<file path="src/b85c_pkg.sv">
package b85c_pkg;

    typedef enum logic {
        MODE_ENC = 1'b0,
        MODE_DEC = 1'b1
    } mode_t;

    localparam int unsigned ENC_GROUP   = 4;
    localparam int unsigned DEC_GROUP   = 5;
    localparam int unsigned MAX_RESULTS = 5;

    localparam logic [6:0] RADIX = 7'd85;
    localparam logic [6:0] SPLIT = 7'd56;

    localparam logic [8:0] RADIX_X1 = 9'd85;
    localparam logic [8:0] RADIX_X2 = 9'd170;
    localparam logic [8:0] RADIX_X3 = 9'd255;

    localparam logic [7:0] CHAR_LO     = 8'h28;
    localparam logic [7:0] CHAR_LO_END = 8'h5F;
    localparam logic [7:0] CHAR_HI     = 8'h61;
    localparam logic [7:0] CHAR_HI_END = 8'h7D;

    // floor(v / 85) = (v * DIV85_MUL) >> DIV85_SHIFT for every 32-bit v
    localparam logic [31:0] DIV85_MUL   = 32'hC0C0C0C1;
    localparam int unsigned DIV85_SHIFT = 38;

    typedef logic [2:0] count_t;

    typedef struct packed {
        logic [7:0] data_in;
        logic       last_in;
    } in_word_t;

    typedef struct packed {
        logic [7:0] data_out;
        logic       last_out;
    } out_word_t;

    typedef struct packed {
        mode_t       mode;
        logic [31:0] value;
        count_t      cnt;
        logic        last;
    } job_t;

    typedef struct packed {
        logic [MAX_RESULTS-1:0][7:0] chars;
        count_t                      cnt;
        logic                        last;
    } burst_t;

    typedef struct packed {
        logic full;
        logic empty;
    } queue_status_t;

    typedef struct packed {
        logic       valid;
        logic [6:0] digit;
    } digit_t;

    function automatic logic [7:0] digit_to_char(input logic [6:0] d);
        logic [7:0] c;
        if (d < SPLIT)
        begin
            c = CHAR_LO + {1'b0, d};
        end
        else
        begin
            c = CHAR_HI + {1'b0, 7'(d - SPLIT)};
        end
        return c;
    endfunction

    function automatic digit_t char_to_digit(input logic [7:0] c);
        digit_t r;
        r.valid = 1'b1;
        r.digit = '0;
        if (c >= CHAR_LO && c <= CHAR_LO_END)
        begin
            r.digit = 7'(c - CHAR_LO);
        end
        else if (c >= CHAR_HI && c <= CHAR_HI_END)
        begin
            r.digit = 7'(c - CHAR_HI) + SPLIT;
        end
        else
        begin
            r.valid = 1'b0;
        end
        return r;
    endfunction

    // 256 = 1 mod 85, so byte sums keep the remainder
    function automatic logic [6:0] mod85(input logic [31:0] v);
        logic [9:0] s;
        logic [8:0] t;
        logic [8:0] r;
        s = 10'(v[31:24]) + 10'(v[23:16]) + 10'(v[15:8]) + 10'(v[7:0]);
        t = 9'(s[9:8]) + 9'(s[7:0]);
        if (t >= RADIX_X3)
        begin
            r = t - RADIX_X3;
        end
        else if (t >= RADIX_X2)
        begin
            r = t - RADIX_X2;
        end
        else if (t >= RADIX_X1)
        begin
            r = t - RADIX_X1;
        end
        else
        begin
            r = t;
        end
        return r[6:0];
    endfunction

endpackage

</file>
<file path="src/b85c_front.sv">
module b85c_front (
    input  logic                    clk,
    input  logic                    rst_n,
    input  logic                    in_valid,
    output logic                    in_stall,
    input  b85c_pkg::in_word_t      in_data,
    input  logic                    cfg_valid,
    output logic                    cfg_ready,
    input  logic [0:0]              cfg_data,
    input  b85c_pkg::queue_status_t q_status,
    output logic                    push,
    output b85c_pkg::job_t          push_job
);
    import b85c_pkg::*;

    mode_t       mode_reg, mode_next;
    logic [31:0] acc_reg, acc_next;
    count_t      fill_reg, fill_next;

    logic        accept;
    logic        last;
    digit_t      dg;
    count_t      grow_fill;
    logic [31:0] acc_shift;
    logic [31:0] acc_mac;

    function automatic count_t bytes_for(input count_t c);
        count_t n;
        if (c <= 3'd1)
        begin
            n = 3'd1;
        end
        else
        begin
            n = c - 3'd1;
        end
        return n;
    endfunction

    assign in_stall  = q_status.full;
    assign cfg_ready = 1'b1;
    assign accept    = in_valid && !q_status.full;
    assign last      = in_data.last_in;
    assign dg        = char_to_digit(in_data.data_in);
    assign grow_fill = fill_reg + 3'd1;
    assign acc_shift = {acc_reg[23:0], in_data.data_in};
    assign acc_mac   = 32'(acc_reg * 32'(RADIX)) + 32'(dg.digit);

    always_comb
    begin
        mode_next      = mode_reg;
        acc_next       = acc_reg;
        fill_next      = fill_reg;
        push           = 1'b0;
        push_job.mode  = mode_reg;
        push_job.value = acc_reg;
        push_job.cnt   = 3'd1;
        push_job.last  = last;
        if (cfg_valid)
        begin
            mode_next = mode_t'(cfg_data[0]);
            acc_next  = '0;
            fill_next = '0;
        end
        else if (accept)
        begin
            if (mode_reg == MODE_ENC)
            begin
                if (grow_fill >= 3'(ENC_GROUP) || last)
                begin
                    push           = 1'b1;
                    push_job.value = acc_shift;
                    push_job.cnt   = grow_fill + 3'd1;
                    acc_next       = '0;
                    fill_next      = '0;
                end
                else
                begin
                    acc_next  = acc_shift;
                    fill_next = grow_fill;
                end
            end
            else if (!dg.valid)
            begin
                if (last && fill_reg != '0)
                begin
                    push           = 1'b1;
                    push_job.value = acc_reg;
                    push_job.cnt   = bytes_for(fill_reg);
                    acc_next       = '0;
                    fill_next      = '0;
                end
            end
            else if (grow_fill >= 3'(DEC_GROUP) || last)
            begin
                push           = 1'b1;
                push_job.value = acc_mac;
                push_job.cnt   = bytes_for(grow_fill);
                acc_next       = '0;
                fill_next      = '0;
            end
            else
            begin
                acc_next  = acc_mac;
                fill_next = grow_fill;
            end
        end
    end

    always_ff @(posedge clk or negedge rst_n)
    begin
        if (!rst_n)
        begin
            mode_reg <= MODE_ENC;
            acc_reg  <= '0;
            fill_reg <= '0;
        end
        else
        begin
            mode_reg <= mode_next;
            acc_reg  <= acc_next;
            fill_reg <= fill_next;
        end
    end

endmodule

</file>
<file path="src/b85c_fifo.sv">
module b85c_fifo #(
    parameter int unsigned DEPTH = 2
) (
    input  logic                    clk,
    input  logic                    rst_n,
    input  logic                    push,
    input  b85c_pkg::job_t          push_job,
    input  logic                    pop,
    output b85c_pkg::job_t          head,
    output b85c_pkg::queue_status_t status
);
    import b85c_pkg::*;

    localparam int unsigned PTR_W = (DEPTH > 1) ? $clog2(DEPTH) : 1;
    localparam int unsigned CNT_W = $clog2(DEPTH + 1);

    job_t             slot_reg [DEPTH];
    logic [PTR_W-1:0] wr_ptr_reg, wr_ptr_next;
    logic [PTR_W-1:0] rd_ptr_reg, rd_ptr_next;
    logic [CNT_W-1:0] count_reg, count_next;

    function automatic logic [PTR_W-1:0] wrap_inc(input logic [PTR_W-1:0] p);
        logic [PTR_W-1:0] n;
        if (p == PTR_W'(DEPTH - 1))
        begin
            n = '0;
        end
        else
        begin
            n = p + PTR_W'(1);
        end
        return n;
    endfunction

    assign head         = slot_reg[rd_ptr_reg];
    assign status.full  = (count_reg == CNT_W'(DEPTH));
    assign status.empty = (count_reg == '0);

    always_comb
    begin
        wr_ptr_next = push ? wrap_inc(wr_ptr_reg) : wr_ptr_reg;
        rd_ptr_next = pop ? wrap_inc(rd_ptr_reg) : rd_ptr_reg;
        count_next  = count_reg;
        if (push && !pop)
        begin
            count_next = count_reg + CNT_W'(1);
        end
        else if (pop && !push)
        begin
            count_next = count_reg - CNT_W'(1);
        end
    end

    always_ff @(posedge clk or negedge rst_n)
    begin
        if (!rst_n)
        begin
            wr_ptr_reg <= '0;
            rd_ptr_reg <= '0;
            count_reg  <= '0;
        end
        else
        begin
            wr_ptr_reg <= wr_ptr_next;
            rd_ptr_reg <= rd_ptr_next;
            count_reg  <= count_next;
        end
    end

    always_ff @(posedge clk)
    begin
        if (push)
        begin
            slot_reg[wr_ptr_reg] <= push_job;
        end
    end

endmodule

</file>
<file path="src/b85c_conv.sv">
module b85c_conv (
    input  logic                    clk,
    input  logic                    rst_n,
    input  b85c_pkg::job_t          head,
    input  b85c_pkg::queue_status_t q_status,
    output logic                    pop,
    output b85c_pkg::burst_t        burst,
    output logic                    burst_valid,
    input  logic                    burst_take
);
    import b85c_pkg::*;

    logic                        active_reg, active_next;
    count_t                      step_reg, step_next;
    count_t                      cnt_reg;
    mode_t                       mode_reg;
    logic                        last_reg;
    logic [31:0]                 val_reg;
    logic [MAX_RESULTS-1:0][7:0] buf_reg;

    logic        done;
    logic        stepping;
    logic [63:0] prod;
    logic [31:0] quo;
    logic [7:0]  step_char;
    logic [31:0] step_val;

    assign done        = active_reg && (step_reg == '0);
    assign stepping    = active_reg && (step_reg != '0);
    assign pop         = !q_status.empty && (!active_reg || (done && burst_take));
    assign burst_valid = done;
    assign burst.chars = buf_reg;
    assign burst.cnt   = cnt_reg;
    assign burst.last  = last_reg;

    assign prod = 64'(val_reg) * 64'(DIV85_MUL);
    assign quo  = 32'(prod >> DIV85_SHIFT);

    always_comb
    begin
        if (mode_reg == MODE_ENC)
        begin
            step_char = digit_to_char(mod85(val_reg));
            step_val  = quo;
        end
        else
        begin
            step_char = val_reg[7:0];
            step_val  = val_reg >> 8;
        end
    end

    always_comb
    begin
        active_next = active_reg;
        step_next   = step_reg;
        if (pop)
        begin
            active_next = 1'b1;
            step_next   = head.cnt;
        end
        else if (done && burst_take)
        begin
            active_next = 1'b0;
        end
        else if (stepping)
        begin
            step_next = step_reg - 3'd1;
        end
    end

    always_ff @(posedge clk or negedge rst_n)
    begin
        if (!rst_n)
        begin
            active_reg <= 1'b0;
            step_reg   <= '0;
        end
        else
        begin
            active_reg <= active_next;
            step_reg   <= step_next;
        end
    end

    // Least significant digit shifts in first, so the top digit ends at slot 0
    always_ff @(posedge clk)
    begin
        if (pop)
        begin
            val_reg  <= head.value;
            cnt_reg  <= head.cnt;
            mode_reg <= head.mode;
            last_reg <= head.last;
        end
        else if (stepping)
        begin
            val_reg <= step_val;
            buf_reg <= {buf_reg[MAX_RESULTS-2:0], step_char};
        end
    end

endmodule

</file>
<file path="src/b85c_emit.sv">
module b85c_emit (
    input  logic                clk,
    input  logic                rst_n,
    input  b85c_pkg::burst_t    burst,
    input  logic                burst_valid,
    output logic                burst_take,
    output logic                out_valid,
    input  logic                out_stall,
    output b85c_pkg::out_word_t out_data
);
    import b85c_pkg::*;

    count_t                      cnt_reg, cnt_next;
    logic [MAX_RESULTS-1:0][7:0] buf_reg;
    logic                        last_reg;

    logic out_acc;
    logic load;

    assign out_valid         = (cnt_reg != '0);
    assign out_acc           = out_valid && !out_stall;
    assign burst_take        = (cnt_reg == '0) || ((cnt_reg == 3'd1) && out_acc);
    assign load              = burst_valid && burst_take;
    assign out_data.data_out = buf_reg[0];
    assign out_data.last_out = last_reg && (cnt_reg == 3'd1);

    always_comb
    begin
        cnt_next = cnt_reg;
        if (load)
        begin
            cnt_next = burst.cnt;
        end
        else if (out_acc)
        begin
            cnt_next = cnt_reg - 3'd1;
        end
    end

    always_ff @(posedge clk or negedge rst_n)
    begin
        if (!rst_n)
        begin
            cnt_reg <= '0;
        end
        else
        begin
            cnt_reg <= cnt_next;
        end
    end

    always_ff @(posedge clk)
    begin
        if (load)
        begin
            buf_reg  <= burst.chars;
            last_reg <= burst.last;
        end
        else if (out_acc)
        begin
            buf_reg <= {8'h00, buf_reg[MAX_RESULTS-1:1]};
        end
    end

endmodule

</file>
<file path="src/base85_stream_codec.sv">
// Channel | Direction | Handshake            | Word
// in      | input     | in_valid / in_stall  | in_data  (data_in, last_in)
// out     | output    | out_valid / out_stall| out_data (data_out, last_out)
// cfg     | input     | cfg_valid / cfg_ready| cfg_data (mode)
//
// One input word per cycle while the job queue has room; each group of results
// then steps through the converter, one base-85 digit per cycle from a reciprocal
// multiply when encoding or one byte shifted out when decoding, and drains from
// the output buffer while the next group converts.
// Reset empties the queue and output buffer and selects encode mode.
// out_stall holds the current output word; in_stall rises while the queue is full.
module base85_stream_codec #(
    parameter int unsigned QUEUE_DEPTH = 2
) (
    input  logic                clk,
    input  logic                rst_n,
    input  logic                in_valid,
    output logic                in_stall,
    input  b85c_pkg::in_word_t  in_data,
    output logic                out_valid,
    input  logic                out_stall,
    output b85c_pkg::out_word_t out_data,
    input  logic                cfg_valid,
    output logic                cfg_ready,
    input  logic [0:0]          cfg_data
);
    import b85c_pkg::*;

    queue_status_t q_status;
    logic          push;
    job_t          push_job;
    logic          pop;
    job_t          head;
    burst_t        burst;
    logic          burst_valid;
    logic          burst_take;

    b85c_front u_front (
        .clk       (clk),
        .rst_n     (rst_n),
        .in_valid  (in_valid),
        .in_stall  (in_stall),
        .in_data   (in_data),
        .cfg_valid (cfg_valid),
        .cfg_ready (cfg_ready),
        .cfg_data  (cfg_data),
        .q_status  (q_status),
        .push      (push),
        .push_job  (push_job)
    );

    b85c_fifo #(
        .DEPTH (QUEUE_DEPTH)
    ) u_fifo (
        .clk      (clk),
        .rst_n    (rst_n),
        .push     (push),
        .push_job (push_job),
        .pop      (pop),
        .head     (head),
        .status   (q_status)
    );

    b85c_conv u_conv (
        .clk         (clk),
        .rst_n       (rst_n),
        .head        (head),
        .q_status    (q_status),
        .pop         (pop),
        .burst       (burst),
        .burst_valid (burst_valid),
        .burst_take  (burst_take)
    );

    b85c_emit u_emit (
        .clk         (clk),
        .rst_n       (rst_n),
        .burst       (burst),
        .burst_valid (burst_valid),
        .burst_take  (burst_take),
        .out_valid   (out_valid),
        .out_stall   (out_stall),
        .out_data    (out_data)
    );

endmodule

</file>
<file path="config.mk">
export PLATFORM = sky130hd
export DESIGN_NAME = base85_stream_codec
export DESIGN_NICKNAME = d
export VERILOG_FILES = /design/src/b85c_pkg.sv /design/src/b85c_front.sv /design/src/b85c_fifo.sv /design/src/b85c_conv.sv /design/src/b85c_emit.sv /design/src/base85_stream_codec.sv
export SDC_FILE = /design/constraint.sdc
export NUM_CORES = 1
export LEC_CHECK = 0
export BUFFER_PORTS_ARGS = -buffer_cell sky130_fd_sc_hd__buf_2
export CAP_MARGIN = 20
export CELL_PAD_IN_SITES_DETAIL_PLACEMENT = 0
export CELL_PAD_IN_SITES_GLOBAL_PLACEMENT = 1
export CORE_ASPECT_RATIO = 0.8
export CORE_MARGIN = 10
export CORE_UTILIZATION = 48
export DETAILED_ROUTE_END_ITERATION = 8
export HOLD_SLACK_MARGIN = 0.15
export PLACE_DENSITY = 0.9
export SLEW_MARGIN = 20
export SYNTH_ARGS = -nofsm -noshare
export SYNTH_HDL_FRONTEND = slang
export SYNTH_SLANG_ARGS = --single-unit
</file>
<file path="constraint.sdc">
create_clock -name clk -period 7.5 [get_ports clk]
set_input_delay 1.125 -clock clk [delete_from_list [all_inputs] [get_ports clk]]
set_output_delay 1.125 -clock clk [all_outputs]
set_load 0.02 [all_outputs]
</file>
### Yosys cells after proc, flatten, opt, wreduce, memory -nomap -nowiden

Memory sizes are Yosys's and may differ from the RTL's.
Cells that the tools add are included.

| storage, ports and cells | value |
|---|---|
| register bits | 165 |
| RAM bits | 74 |
| logic and storage cells | 163 |
| memories kept | 1 |

| operators by class | value |
|---|---|
| add/sub/neg operators | 24 |
| $mul | 2 |
| $lt $le $gt $ge | 12 |
| eq/ne operators | 4 |
| mux-type cells | 58 |
| bitwise gates (word level) | 1 |
| reduce and logical (&&, ||, !) cells | 37 |

Memories:

| name | words | bits a word | rd ports | clocked after memory_dff | wr ports | RTL line | text |
|---|---|---|---|---|---|---|---|
| u_fifo.slot_reg | 2 | 37 | 1 | 0 | 1 | b85c_fifo.sv:17 | `job_t slot_reg [DEPTH];` |

Operators with widths:

| kind | number |
|---|---|
| two-way mux 32 bit | 9 |
| two-way mux 35 bit | 6 |
| two-way mux 40 bit | 2 |
| multiplier 32 x 32 -> 64 bit (second input constant) | 1 |
| two-way mux 3 bit | 15 |
| two-way mux 7 bit | 6 |
| adder 32 x 7 -> 32 bit | 1 |
| multiplier 32 x 7 -> 32 bit (second input constant) | 1 |
| two-way mux 26 bit | 1 |
| subtractor 7 x 6 -> 7 bit (second input constant) | 3 |
| subtractor 7 bit (second input constant) | 3 |
| adder 10 x 8 -> 10 bit | 2 |
| greater-or-equal comparator 9 x 8 -> 1 bit (second input constant) | 2 |
| less-or-equal comparator 8 x 7 -> 1 bit (second input constant) | 2 |
| two-way mux 8 bit | 2 |
| two-way mux 1 bit | 15 |
| logical AND 1 bit | 13 |
| subtractor 3 x 1 -> 3 bit (second input constant) | 4 |
| nonzero test 2 bit | 5 |
| adder 2 x 8 -> 9 bit | 1 |
| adder 8 x 8 -> 9 bit | 1 |
| greater-or-equal comparator 9 x 7 -> 1 bit (second input constant) | 1 |
| nonzero test 3 bit | 3 |
| adder 6 x 7 -> 8 bit (first input constant) | 1 |
| other kinds (22) | 38 |

### Longest topological paths before layout

| depth | value |
|---|---|
| word-level depth | 13 |
| gate-level depth with buffers | 33 |

### By module

A second synthesis with hierarchy kept.

| unflattened totals | value |
|---|---|
| cell total of the unflattened synthesis | 2685 |
| area, all modules | 27584.0 um^2 |

Modules (own cells, without submodules):

| module | instances | cells an instance | area an instance (um^2) |
|---|---|---|---|
| b85c_conv | 1 | 1590 | 15621.2 |
| b85c_front | 1 | 840 | 6886.6 |
| b85c_fifo | 1 | 131 | 2939.1 |
| b85c_emit | 1 | 124 | 2137.0 |

### Least setup slack after synthesis

Ideal clock, no wire load.

| path | value |
|---|---|
| kind | reg-to-reg |
| start | register u_conv.val_reg[16] |
| end | register u_conv.buf_reg, in the netlist u_conv.burst[9], data pin |
| library setup time | 260 ps |
| data arrival time | 6729 ps |
| required time | 7240 ps |
| slack | 511 ps |
| cell stages (with the launch flop) | 30 |
| buffers on the path | 0 |
| cell sequence | edfxtp_1 > ha_1 > fa_1 > a21oi_1 > nor2_1 > nor2_1 > o21bai_1 > a21oi_1 > xor2_1 > fa_1 > inv_1 > ha_1 > o21ai_0 > nor2_1 > o21a_1 > or2_2 > fa_1 > xor2_2 > inv_2 > ha_1 > a21boi_1 > o22ai_1 > a211o_1 > a311oi_2 > mux2_2 > or4_1 > nand3_1 > xor2_1 > a21oi_1 > mux2_2 |

| on the way | value |
|---|---|
| word-level cells in the longest chain between the ends | 13 |

Ends and longest elaborated chain:

| item | RTL line | text |
|---|---|---|
| start: declaration | b85c_conv.sv:18 | `logic [31:0] val_reg;` |
| start signal: assignment | b85c_conv.sv:91 | `val_reg <= head.value;` |
| start signal: assignment | b85c_conv.sv:98 | `val_reg <= step_val;` |
| adder 8 x 8 -> 9 bit * | b85c_pkg.sv:100 | `s = 10'(v[31:24]) + 10'(v[23:16]) + 10'(v[15:8]) + 10'(v[7:0]);` |
| adder 10 x 8 -> 10 bit * (2 in a row) | b85c_pkg.sv:100 |  |
| adder 2 x 8 -> 9 bit * | b85c_pkg.sv:101 | `t = 9'(s[9:8]) + 9'(s[7:0]);` |
| greater-or-equal comparator 9 x 7 -> 1 bit or subtractor 7 bit (tied branches) | b85c_pkg.sv:110, b85c_pkg.sv:112 |  |
| two-way mux 7 bit | b85c_pkg.sv:110 | `else if (t >= RADIX_X1)` |
| two-way mux 7 bit | b85c_pkg.sv:106 | `else if (t >= RADIX_X2)` |
| two-way mux 7 bit * | b85c_pkg.sv:102 | `if (t >= RADIX_X3)` |
| two-way mux 7 bit * | b85c_conv.sv:41 | `if (mode_reg == MODE_ENC)` |
| subtractor 7 x 6 -> 7 bit | b85c_pkg.sv:71 | `c = CHAR_HI + {1'b0, 7'(d - SPLIT)};` |
| adder 7 x 7 -> 8 bit | b85c_pkg.sv:71 |  |
| two-way mux 8 bit * | b85c_pkg.sv:65 | `if (d < SPLIT)` |
| two-way mux 8 bit * | b85c_conv.sv:41 |  |
| net u_conv.step_char[5] | b85c_conv.sv:25 | `logic [7:0] step_char;` |
| end signal: assignment | b85c_conv.sv:99 | `buf_reg <= {buf_reg[MAX_RESULTS-2:0], step_char};` |
| end: declaration | b85c_conv.sv:19 | `logic [MAX_RESULTS-1:0][7:0] buf_reg;` |

Mark *: on every way through the listed nets, which the timed path passes. The rest lies on a longest branch. The select of a mux whose other input is x is not followed.
A chain may end at the register's enable or synchronous reset.

### Final worst setup path

| path | value |
|---|---|
| start | register u_conv.val_reg[2] |
| end | register u_conv.val_reg[16], data pin |

| on the way | value |
|---|---|
| word-level cells in the longest chain between the ends | 4 |

Ends and longest elaborated chain:

| item | RTL line | text |
|---|---|---|
| multiplier 32 x 32 -> 64 bit | b85c_conv.sv:36 | `assign prod = 64'(val_reg) * 64'(DIV85_MUL);` |
| two-way mux 26 bit | b85c_conv.sv:41 |  |
| two-way mux 32 bit | b85c_conv.sv:96 | `else if (stepping)` |
| two-way mux 32 bit | b85c_conv.sv:89 | `if (pop)` |

Every way passes these cells. The select of a mux whose other input is x is not followed.

==> reports/results.md <==
| Parameter | This run | Unit |
|---|---|---|
| Dominant cell type by area after synthesis | sky130_fd_sc_hd__edfxtp_1 | - |
| R2R setup slack | 0.17 | ns |
| GR met3 Demand/Resource | 0.0399 | - |
| Nets@finish | 3390 | - |
| Iteration-0 DRC count of the detailed router | 1914 | - |
| Number of maximum-capacitance violations | 0 | - |
| Minimum hold slack | 0.416 | ns |
| Arrival time of the worst setup path | 7.58 | ns |
| Unrepaired setup endpoints after global routing | true | - |
| Dominant register cell in the synthesized netlist | sky130_fd_sc_hd__edfxtp_1 | - |
| Antenna diode instance count | 0 | - |
| Hold path endpoint | u_emit.last_reg$_DFFE_PP_ | - |
| Worst max-slew margin expressed relative to the limit | 0.227 | - |
| Period utilisation layout | 0.978 | - |
| DRC violations left | 0 | - |
| Net Count, Synth | 3312 | - |
| Number of hold-repair buffers added at the cts stage | 0 | - |
| Startpoint of the worst hold path | u_conv.last_reg$_DFFE_PP_ | - |
| Clock Skew | 0.0360 | ns |
| DIE HEIGHT | 229 | um |
| Grt met2 use | 0.328 | - |
| Outcome | finished, final reports clean | - |
| Path category of the worst min-delay check | register to register | - |
| Total standard cell area after synthesis | 26100 | um^2 |
| Slew of the pin with the lowest slew margin | 1.16 | ns |
| EDFF count, synth | 192 | - |
| Clock tree from TritonCTS | done | - |
| Finish-stage setup viols | 0 | - |
| Number of max-slew violations in the final report | 0 | - |
| TritonCTS buffer count | 25 | - |
| Flop and latch count out of synthesis | 239 | - |
| Hold-critical path depth | 0 | - |
| Synth async-reset ratio | 0.197 | - |
| Time the final worst path needs with I/O delays and setup | 7.33 | ns |
| Core outline area | 53800 | um^2 |
| Total track usage | 0.213 | - |
| Longest Clk Path Bufs | 3 | - |
| Initial Utilization | 0.485 | - |
| Number of antenna violations at the first check in global routing | 0 | - |
| Die area | 64100 | um^2 |
| IO buf count | 25 | - |
| Number of distinct standard cells referenced by the synthesized netlist | 73 | - |
| Critical Path Start Type | register | - |
| Routability-driven placement congestion ratio | 0.995 | - |
| Global-route wire length before repair | 110000 | um |
| Number of placed I/O pins | 27 | - |
| Area Growth Syn to Fin | 9.51 | % |
| Pin count of the biggest net entering global routing | 57 | - |
| Depth of the most critical reg-to-reg path | 25 | - |
| Final Hold Vio Count | 0 | - |
| Core occupancy in the finished layout | 0.531 | - |
| CTS root buf | sky130_fd_sc_hd__clkbuf_16 | - |
| Sum of net half-perimeters after detailed placement | 55500 | um |
| Critical setup path kind | register to register | - |
| Launch instance of the worst register-to-register path | u_conv.val_reg[2]$_DFFE_PP_ | - |
| WL final | 68500 | um |
| Length of the first detailed-routing pass in iterations | 6 | - |
| GR Overflow Total | 0 | - |
| Via count | 19400 | - |
| Drt wl/cell | 20.1 | um |
| Global routing's busiest layer | met2 | - |
| Flip-flop count of the largest register after layout | 74 | - |
| Skew-Pair Late Insertion Delay | 0.54 | ns |
| DRT antenna net count | 0 | - |
| R2r endpoint | u_conv.val_reg[16]$_DFFE_PP_ | - |
| Synthesized instance count | 2619 | - |
| Fin Setup TNS | 0 | ns |
| Ratio of cells with drive above 1 in the final layout | 0.0862 | - |
| Num Clock Sinks | 239 | - |
| Global-route track usage on met1 | 0.310 | - |
| Avg Inst Size Synth | 9.96 | um^2 |
| Critical-path maximum fanout | 4 | - |
| Yosys warning count | 0 | - |
| Portion of the post-synthesis area used by sequential elements | 0.266 | - |
| Clock slew at reported path FFs | 0.07 | ns |
| Leading post-synthesis cells by cell area | sky130_fd_sc_hd__edfxtp_1 (22%), sky130_fd_sc_hd__ha_1 (21%), sky130_fd_sc_hd__fa_1 (18%) | - |
| Floorplan die width | 281 | um |
| Number of rows in the core area | 76 | - |
| Avg Vias per Cell | 5.67 | - |
| Critical path endpoint category | register | - |
| Share of the synthesized area in the top cell type | 0.221 | - |
| Required time at the endpoint of the critical path | 7.75 | ns |
| Count of H-tree levels built during CTS | 1 | - |
| Vias in the first global route | 19700 | - |
| Highest clock frequency the design can meet | 136 | MHz |
-- layer usage --
layer | wire length (um) | vias to the layer above
met3 | 5830 | 86
met2 | 30500 | 751
li1 | - | 9067
met1 | 30800 | 9492
met4 | 1350 | 0
met5 | 0 | -
-- worst max-delay path by stage --
stage | endpoint | slack (ns) | from | depth (start not counted)
final | u_conv.val_reg[16]$_DFFE_PP_ | 0.17 | u_conv.val_reg[2]$_DFFE_PP_ | 25
after global routing | u_conv.burst[10]$_DFFE_PP_ | -0.05 | u_conv.val_reg[16]$_DFFE_PP_ | 34
after CTS | u_conv.val_reg[16]$_DFFE_PP_ | 0.08 | u_conv.val_reg[2]$_DFFE_PP_ | 25
after detailed placement | u_conv.val_reg[25]$_DFFE_PP_ | -0.35 | u_conv.val_reg[18]$_DFFE_PP_ | 27
after global placement | u_conv.val_reg[25]$_DFFE_PP_ | -0.30 | u_conv.val_reg[18]$_DFFE_PP_ | 27
after floorplan | u_conv.burst[9]$_DFFE_PP_ | 0.51 | u_conv.val_reg[16]$_DFFE_PP_ | 29
-- cell usage in the layout, fill, tap and decap left out, drive strengths merged, types with 8 or more instances in the layout --
cell type / instances
inv: 522
ha: 446
fa: 232
nand2: 210
edfxtp: 192
a21oi: 141
buf: 123
nor2: 102
o21ai: 99
xnor2: 69
o22ai: 54
a21o: 48
dfrtp: 47
mux2i: 37
clkbuf: 34
a22oi: 30
nand3: 27
xor2: 26
nor3: 25
nand4: 18
a211oi: 18
nand2b: 16
and2: 13
o21a: 12
o221ai: 11
and3: 11
o21bai: 10
o31ai: 10
a31oi: 9
nor2b: 9
or3: 8
a221oi: 8
mux2: 8
-- through the flow --
stage                     setup WS [ns]  instance area (um^2)  cells
after floorplan                   0.511                 26100   2619
after global placement           -0.296                 27400   3351
after detailed placement         -0.349                 27400   3351
after CTS                        0.0805                 28200   3401
after global routing            -0.0461                 28600   3418
final                             0.167                 28600   3418
-- Yosys cell counts, drive strengths merged (27+ instances only) --
library cell and n:
nand3 27, xnor2 69, a22oi 30, a21oi 141, a21o 48, edfxtp 192
inv 518, ha 446, dfrtp 47, nand2 210, o22ai 54, nor2 102
clkbuf 55, fa 232, mux2i 37, o21ai 99
-- kinds of logic (layout without fill, tap and decap cells) --
| family | after synthesis | after routing | synth area share |
|---|---|---|---|
| AO/OA/AOI/OAI | 510 | 510 | 0.126 |
| AND/OR/NAND/NOR | 460 | 460 | 0.0794 |
| other | 1 | 1 | 0.000144 |
| XOR/XNOR | 95 | 95 | 0.0325 |
| multiplexers | 45 | 45 | 0.0178 |
| adder cells (fa/ha/maj) | 678 | 678 | 0.392 |
| buffers and inverters | 591 | 688 | 0.0867 |
| flip-flops | 239 | 239 | 0.266 |
-- worst max-delay path: stages (launching register included) --
cell and delay [ns]:
sky130_fd_sc_hd__edfxtp_1 0.49, sky130_fd_sc_hd__ha_4 0.29, sky130_fd_sc_hd__ha_1 0.31, sky130_fd_sc_hd__inv_1 0.09, sky130_fd_sc_hd__fa_1 0.46, sky130_fd_sc_hd__fa_1 0.57
sky130_fd_sc_hd__inv_1 0.08, sky130_fd_sc_hd__fa_1 0.55, sky130_fd_sc_hd__fa_1 0.47, sky130_fd_sc_hd__fa_1 0.53, sky130_fd_sc_hd__ha_1 0.32, sky130_fd_sc_hd__ha_1 0.30
sky130_fd_sc_hd__nand2_1 0.11, sky130_fd_sc_hd__a21oi_1 0.05, sky130_fd_sc_hd__or2_2 0.30, sky130_fd_sc_hd__a221o_1 0.33, sky130_fd_sc_hd__nor4_1 0.19, sky130_fd_sc_hd__buf_4 0.20
sky130_fd_sc_hd__o41ai_4 0.09, sky130_fd_sc_hd__a21o_1 0.20, sky130_fd_sc_hd__a21oi_2 0.21, sky130_fd_sc_hd__o21a_1 0.21, sky130_fd_sc_hd__o21bai_1 0.12, sky130_fd_sc_hd__xnor2_1 0.29
sky130_fd_sc_hd__buf_4 0.17, sky130_fd_sc_hd__o221ai_1 0.11
-- final cells by class --
cell class	instances	area, um^2
repair buffers	124	872
well taps	702	878
flip-flops and latches	239	6940
multi-input cells	1789	17100
clock inverters	12	103
inverters	518	1940
fillers	4747	25200
clock buffers	34	689
-- what timing repair did --
action | 4_1_cts | 5_1_grt
buffers inserted | 4 | 16
pin swaps | 0 | 17
setup endpoints to repair | 18 | 19
cloned | 0 | 1
gates resized for setup | 4 | 37
Power is not shown: default switching activity piles up to over one toggle a cycle in this logic, so the estimate is an artifact.
